## config.mk

```make
export PLATFORM = sky130hd
export DESIGN_NAME = lpel_dist
export DESIGN_NICKNAME = d
export VERILOG_FILES = /design/src/rtl/lattice_pair_energy_lookup_core_assert.svh /design/src/rtl/lpel_pkg.sv /design/src/rtl/lpel_dist.sv
export SDC_FILE = /design/constraint.sdc
export NUM_CORES = 2
export LEC_CHECK = 0
export ABC_AREA = 1
export BUFFER_PORTS_ARGS = -buffer_cell sky130_fd_sc_hd__clkbuf_2
export CAP_MARGIN = 10
export CORE_MARGIN = 2
export CORE_UTILIZATION = 30
export CTS_CLUSTER_DIAMETER = 120
export DETAILED_ROUTE_END_ITERATION = 8
export GPL_TIMING_DRIVEN = 0
export HOLD_SLACK_MARGIN = 0.05
export REMOVE_ABC_BUFFERS = 1
export SYNTH_ARGS = -nofsm -noshare
export SYNTH_HDL_FRONTEND = slang
export SYNTH_SLANG_ARGS = --single-unit
```

## constraint.sdc

```tcl
create_clock -name clk -period 12.15 [get_ports clk]
set_input_delay 1.8225 -clock clk [delete_from_list [all_inputs] [get_ports clk]]
set_output_delay 1.8225 -clock clk [all_outputs]
set_load 0.005 [all_outputs]
```

## src/rtl/lattice_pair_energy_lookup_core_assert.svh

```systemverilog
// ----------------------------------------------------------------------------
// lattice pair energy lookup assertion macros
// concurrent checks with same-cycle and next-cycle consequents
// ----------------------------------------------------------------------------
`ifndef LATTICE_PAIR_ENERGY_LOOKUP_CORE_ASSERT_SVH
`define LATTICE_PAIR_ENERGY_LOOKUP_CORE_ASSERT_SVH

// same-cycle implication
`define LPEL_ASSERT_IMP(label, clk, rst_n, ante, cons, msg) \
    label: assert property (@(posedge clk) disable iff (!rst_n) (ante) |-> (cons)) \
        else $error(msg);

// next-cycle implication
`define LPEL_ASSERT_NXT(label, clk, rst_n, ante, cons, msg) \
    label: assert property (@(posedge clk) disable iff (!rst_n) (ante) |=> (cons)) \
        else $error(msg);

`endif

```

## src/rtl/lpel_pkg.sv

```systemverilog
// ----------------------------------------------------------------------------
// lpel_pkg
// shared constants and item control types of the pair energy lookup
// ----------------------------------------------------------------------------
package lpel_pkg;

    localparam int TABLE_DEPTH_DEF = 4096;
    localparam int COORD_BITS_DEF  = 13;
    localparam int SUM_BITS_DEF    = 48;

    localparam int IDX_BITS    = 12;
    localparam int VALUE_BITS  = 32;
    localparam int CUTOFF_BITS = 12;

    typedef enum logic {
        REQ_TABLE_WRITE = 1'b0,
        REQ_NEIGHBOR    = 1'b1
    } req_type_t;

    typedef struct packed {
        logic                         valid;
        req_type_t                    kind;
        logic                         nb_valid;
        logic                         last;
        logic [IDX_BITS-1:0]          idx;
        logic signed [VALUE_BITS-1:0] value;
    } ctl_t;

endpackage

```

## src/rtl/lpel_dist.sv

```systemverilog
// ----------------------------------------------------------------------------
// lpel_dist
// two-stage squared lattice distance: coordinate differences, then squares;
// the three squares are summed on the output
// ----------------------------------------------------------------------------
module lpel_dist #(
    parameter int COORD_BITS = lpel_pkg::COORD_BITS_DEF
) (
    input  logic                         clk,
    input  logic                         rst_n,
    input  logic                         enable,
    input  lpel_pkg::ctl_t               item,
    input  logic signed [COORD_BITS-1:0] point_x,
    input  logic signed [COORD_BITS-1:0] point_y,
    input  logic signed [COORD_BITS-1:0] point_z,
    input  logic signed [COORD_BITS-1:0] nb_x,
    input  logic signed [COORD_BITS-1:0] nb_y,
    input  logic signed [COORD_BITS-1:0] nb_z,
    output lpel_pkg::ctl_t               stage_item,
    output logic [2*COORD_BITS+2:0]      dist_sq
);
    import lpel_pkg::*;

    localparam int DW  = COORD_BITS + 1;
    localparam int SQW = 2 * COORD_BITS + 1;
    localparam int R2W = 2 * COORD_BITS + 3;

    ctl_t                 s1_item_reg;
    ctl_t                 s2_item_reg;
    logic signed [DW-1:0] dx_reg;
    logic signed [DW-1:0] dy_reg;
    logic signed [DW-1:0] dz_reg;
    logic signed [DW-1:0] dx_next;
    logic signed [DW-1:0] dy_next;
    logic signed [DW-1:0] dz_next;
    logic [SQW-1:0]       sqx_reg;
    logic [SQW-1:0]       sqy_reg;
    logic [SQW-1:0]       sqz_reg;
    logic signed [2*DW-1:0] prod_x;
    logic signed [2*DW-1:0] prod_y;
    logic signed [2*DW-1:0] prod_z;

    assign dx_next = DW'(nb_x) - DW'(point_x);
    assign dy_next = DW'(nb_y) - DW'(point_y);
    assign dz_next = DW'(nb_z) - DW'(point_z);

    assign prod_x = dx_reg * dx_reg;
    assign prod_y = dy_reg * dy_reg;
    assign prod_z = dz_reg * dz_reg;

    always_ff @(posedge clk or negedge rst_n)
    begin
        if (!rst_n)
        begin
            s1_item_reg <= '0;
            s2_item_reg <= '0;
        end
        else if (enable)
        begin
            s1_item_reg <= item;
            s2_item_reg <= s1_item_reg;
        end
    end

    always_ff @(posedge clk)
    begin
        if (enable)
        begin
            dx_reg  <= dx_next;
            dy_reg  <= dy_next;
            dz_reg  <= dz_next;
            sqx_reg <= prod_x[SQW-1:0];
            sqy_reg <= prod_y[SQW-1:0];
            sqz_reg <= prod_z[SQW-1:0];
        end
    end

    assign stage_item = s2_item_reg;
    assign dist_sq    = R2W'(sqx_reg) + R2W'(sqy_reg) + R2W'(sqz_reg);

endmodule

```

# --- Word level (Yosys, flattened, before mapping) ---
# Cells that the tools add are included.
op_classes:
  multipliers: 3
  addsub: 5
ops:
  columns: ["op", "count"]
  rows:
  - ["$mul 14x14->27", 3]
  - ["$sub 13x13->14", 3]
  - ["$add 28x27->29", 1]
  - ["$add 27x27->28", 1]
word_totals:
  wordCells: 26
  in_bits: 129
  regBits: 219
  out_inout_bits: 77

# --- Logic depth before layout (Yosys ltp) ---
logic_depth:
  ltp_word: 2
  ltp_mapped: 28
  ltp_nobuf: 26

# --- Least setup slack after synthesis ---
# OpenSTA, ideal clock, no wires.
synth_timing:
  path_type: "register -> register"
  startpoint: "register dx_reg[13]"
  endpoint: "register sqx_reg[21], data pin"
  t_arrival_ps: 5393
  path_stages_with_launch: 22
  synth_period_minus_slack_ps: 5646
  slack_ps: 6504
  required_time_ps: 11897
  setup_time_ps: 253
  n_path_buf: 2
  cell_sequence: "edfxtp_1 > buf_2 > clkbuf_1 > nand2_1 > fa_1 > inv_1 > fa_1 > inv_1 > fa_1 > inv_1 > fa_1 > inv_1 > fa_1 > fa_1 > inv_1 > ha_1 > nand2_1 > nor2_1 > and2_1 > nand4_1 > nand4_1 > nand2_1"
synth_via:
  elab_chain_len: 1
synth_rtl:
  columns: ["item", "line_no", "text"]
  rows:
  - ["start: declaration", "lpel_dist.sv:30", "logic signed [DW-1:0] dx_reg;"]
  - ["start signal: assignment", "lpel_dist.sv:69", "dx_reg <= dx_next;"]
  - ["$mul 14x14->27", "lpel_dist.sv:47", "assign prod_x = dx_reg * dx_reg;"]
  - ["named net prod_x[21]", "lpel_dist.sv:39", "logic signed [2*DW-1:0] prod_x;"]
  - ["end signal: assignment", "lpel_dist.sv:72", "sqx_reg <= prod_x[SQW-1:0];"]
  - ["end: declaration", "lpel_dist.sv:36", "logic [SQW-1:0] sqx_reg;"]
# The timed path passes the listed nets, and every way through them passes these cells.
# A chain may end at the register's enable or synchronous reset.

# --- Worst setup path in the final report ---
layout_timing:
  startpoint: "register dz_reg[13]"
  endpoint: "register sqz_reg[26], data pin"
layout_via:
  elab_chain_len: 1
layout_rtl:
  columns: ["item", "line_no", "text"]
  rows:
  - ["start: declaration", "lpel_dist.sv:32", "logic signed [DW-1:0] dz_reg;"]
  - ["start signal: assignment", "lpel_dist.sv:71", "dz_reg <= dz_next;"]
  - ["$mul 14x14->27", "lpel_dist.sv:49", "assign prod_z = dz_reg * dz_reg;"]
  - ["named net prod_z[26]", "lpel_dist.sv:41", "logic signed [2*DW-1:0] prod_z;"]
  - ["end signal: assignment", "lpel_dist.sv:74", "sqz_reg <= prod_z[SQW-1:0];"]
  - ["end: declaration", "lpel_dist.sv:38", "logic [SQW-1:0] sqz_reg;"]
# The timed path passes the listed nets, and every way through them passes these cells.

==> results.toml <==
[run_status]
status = "finished clean"

[logic_synthesis]
syn_avg_cell_area_um2 = 8.07
mappedNetlistArea_mm2 = 0.0330
syn_inst = 4085
ys_warn_count = 0
seq_area_frac_synth = 0.182
ys_ff_latch = 216
synth_cell_types = 36

[clocking]
ctsLongestPathBuffers = 3
cts-buffers-inserted = 28
htreeDepth = 1
cts-hold-fix-buffers = 0
cts_resized = 0
clk_latency_ns = 0.59
path_clk_slew_ns = 0.06
cts_root_buffer = "clkbuf_16"
postCtsSetupRepairBufs = 0
cts.sinks = 216
cts_tree = "done"

[detailed_routing]
routed_via_density = 4.32
drc = 0
drtIter0Drc = 1295
antenna_left = 0
vias = 24560
first_pass_iters = 5
wire_per_inst_um = 12.8
drt-total-wl_mm = 72.8

[sta]
tns_ns = 0
maxSlewViolCount = 0
finalCritPeriodShare = 0.531
worst_pin_slew_ns = 0.790
fin_skew_ns = 0.0447
setup_slack_ns = 5.70
rsz0062_at_grt = "no"
min_period_ns = 6.45
relSlewSlack = 0.473
hold_violations = 0
setup_viol = 0
fmax_ghz = 0.155

[final_layout]
area_growth_pct = 10.8
final_cell_mix = "inv_1 (1191), nand2_1 (1010), fa_1 (543)"
finalNetCount = 5173
final_common_cell = "inv_1"
antennaDiodeCount = 0
drive_above_1_share = 0.0697

[worst_setup_path]
crit_arrival_ns = 6.76
reg2regPathDepth = 22
cpPeakStageDelay_ns = 0.86
cp_max_fo = 19
cp-end-kind = "register"
cp-start-kind = "register"
cp_slowest_cell = "edfxtp_1"
crit_chain = "nand2_1 > fa_1 > inv_1 > fa_1 > inv_1 > fa_1 > inv_1 > fa_1 > inv_1 > fa_1 > fa_1 > inv_1 > ha_1 > nand2_1 > nor2_1 > nand2_1 > nor2_1 > nand2_1 > nand3_1 > inv_1 > nand2_1 > nand2_1"
crit_type = "reg -> reg"
crit_required_ns = 12.46

[hold_path]
hold_class = "reg -> reg"
holdPathStages = 2

[floorplan]
dieHeight_um = 335
fp.coreArea_mm2 = 0.109
rows = 121
start_util = 0.303
die_area_mm2 = 0.113
dieWidth_um = 335
io_pins = 206

[placed_design]
dp_slack_ns = 5.71
io_buffers = 205
place_congestion = 0.901
dpl.hpwl_mm = 62.3

[global_routing]
grt_pass1_wl_mm = 125
gr-usage-all-layers = 0.135
grt_pass1_vias = 25718
grt_max_degree = 108
antenna_found_initial = 0
grt-ovfl-total = 0

[flow_run]
cap_violations = 0
## path summary, 6_finish.rpt
path                                       startpoint                           to  slack (ns)
setup / recovery                 dz_reg[13]$_DFFE_PP_        sqz_reg[26]$_DFFE_PP_        5.70
hold / removal             s1_item_reg[7]$_DFFE_PN0P_    stage_item[7]$_DFFE_PN0P_        0.51
setup reg to reg                 dz_reg[13]$_DFFE_PP_        sqz_reg[26]$_DFFE_PP_        5.70
hold reg to reg            s1_item_reg[7]$_DFFE_PN0P_    stage_item[7]$_DFFE_PN0P_        0.51
max in group asynchronous                       rst_n  s1_item_reg[13]$_DFFE_PN0P_       10.15
min in group asynchronous                       rst_n  s1_item_reg[42]$_DFFE_PN0P_        1.30
## Yosys cell counts (all sizes together)
| cell type | instances | area (µm²) |
|---|---|---|
| o31a | 2 | 17.5 |
| edfxtp | 120 | 3600 |
| clkbuf | 55 | 206 |
| nand4 | 54 | 338 |
| buf | 15 | 72.6 |
| ha | 246 | 3080 |
| conb | 1 | 3.75 |
| nand2 | 1021 | 3860 |
| dfrtp | 96 | 2400 |
| nor2 | 207 | 815 |
| o21bai | 9 | 67.6 |
| o221ai | 2 | 17.5 |
| inv | 1193 | 4480 |
| and2 | 6 | 37.5 |
| o21a | 3 | 22.5 |
| clkinv | 1 | 3.75 |
| a21oi | 153 | 766 |
| nor3 | 13 | 80.1 |
| o21ai | 83 | 427 |
| a31oi | 2 | 12.5 |
| nor4 | 1 | 6.26 |
| a21o | 8 | 60.1 |
| xnor2 | 23 | 201 |
| fa | 543 | 10900 |
| xor2 | 83 | 727 |
| or2 | 5 | 31.3 |
| nand3b | 10 | 75.1 |
| nand3 | 130 | 676 |
## cells by family (layout without fill, tap and decap cells)
kind of cell / count (synthesis) / in the layout / synth area share
xor+xnor: 106 / 106 / 0.0282
simple gates: 1447 / 1447 / 0.180
flops: 216 / 216 / 0.182
compound gates: 262 / 262 / 0.0422
buf+inv: 1264 / 1451 / 0.144
other cells: 1 / 3 / 0.000114
fa+ha+maj: 789 / 789 / 0.423
## area by class of cell
type,instances,area [µm²]
Fill cell,11374,72300
Multi-Input combinational cell,2607,22200
Sequential cell,216,6010
Inverter,1194,4480
Tap cell,1414,1770
Timing Repair Buffer,208,1120
Clock buffer,34,817
Clock inverter,15,121
## stage by stage
stage,instances,hold WS [ns],instance area [µm²],utilization
floorplan,4017,0.478,32700,-
global placement,5636,0.494,35500,0.326
detailed placement,5639,0.504,35600,0.327
CTS,5688,0.512,36500,0.335
global route,5688,0.534,36500,0.335
finish,5688,0.509,36500,0.335
## layer usage
metal,GRT usage,part of all wire
met4,0.0294,0.020
met2,0.235,0.48
met1,0.181,0.46
met3,0.0129,0.038
met5,0,0
## critical path, delay by kind of cell, from the launching register on
family        cells  cell delay [ns]
buf+inv           6             0.47
flops             1             0.86
simple gates      9             1.12
fa+ha+maj         7             3.69
Power is left out: the tool's default activity adds up to more than one toggle a clock period on the data nets, which glitch-free logic cannot reach.
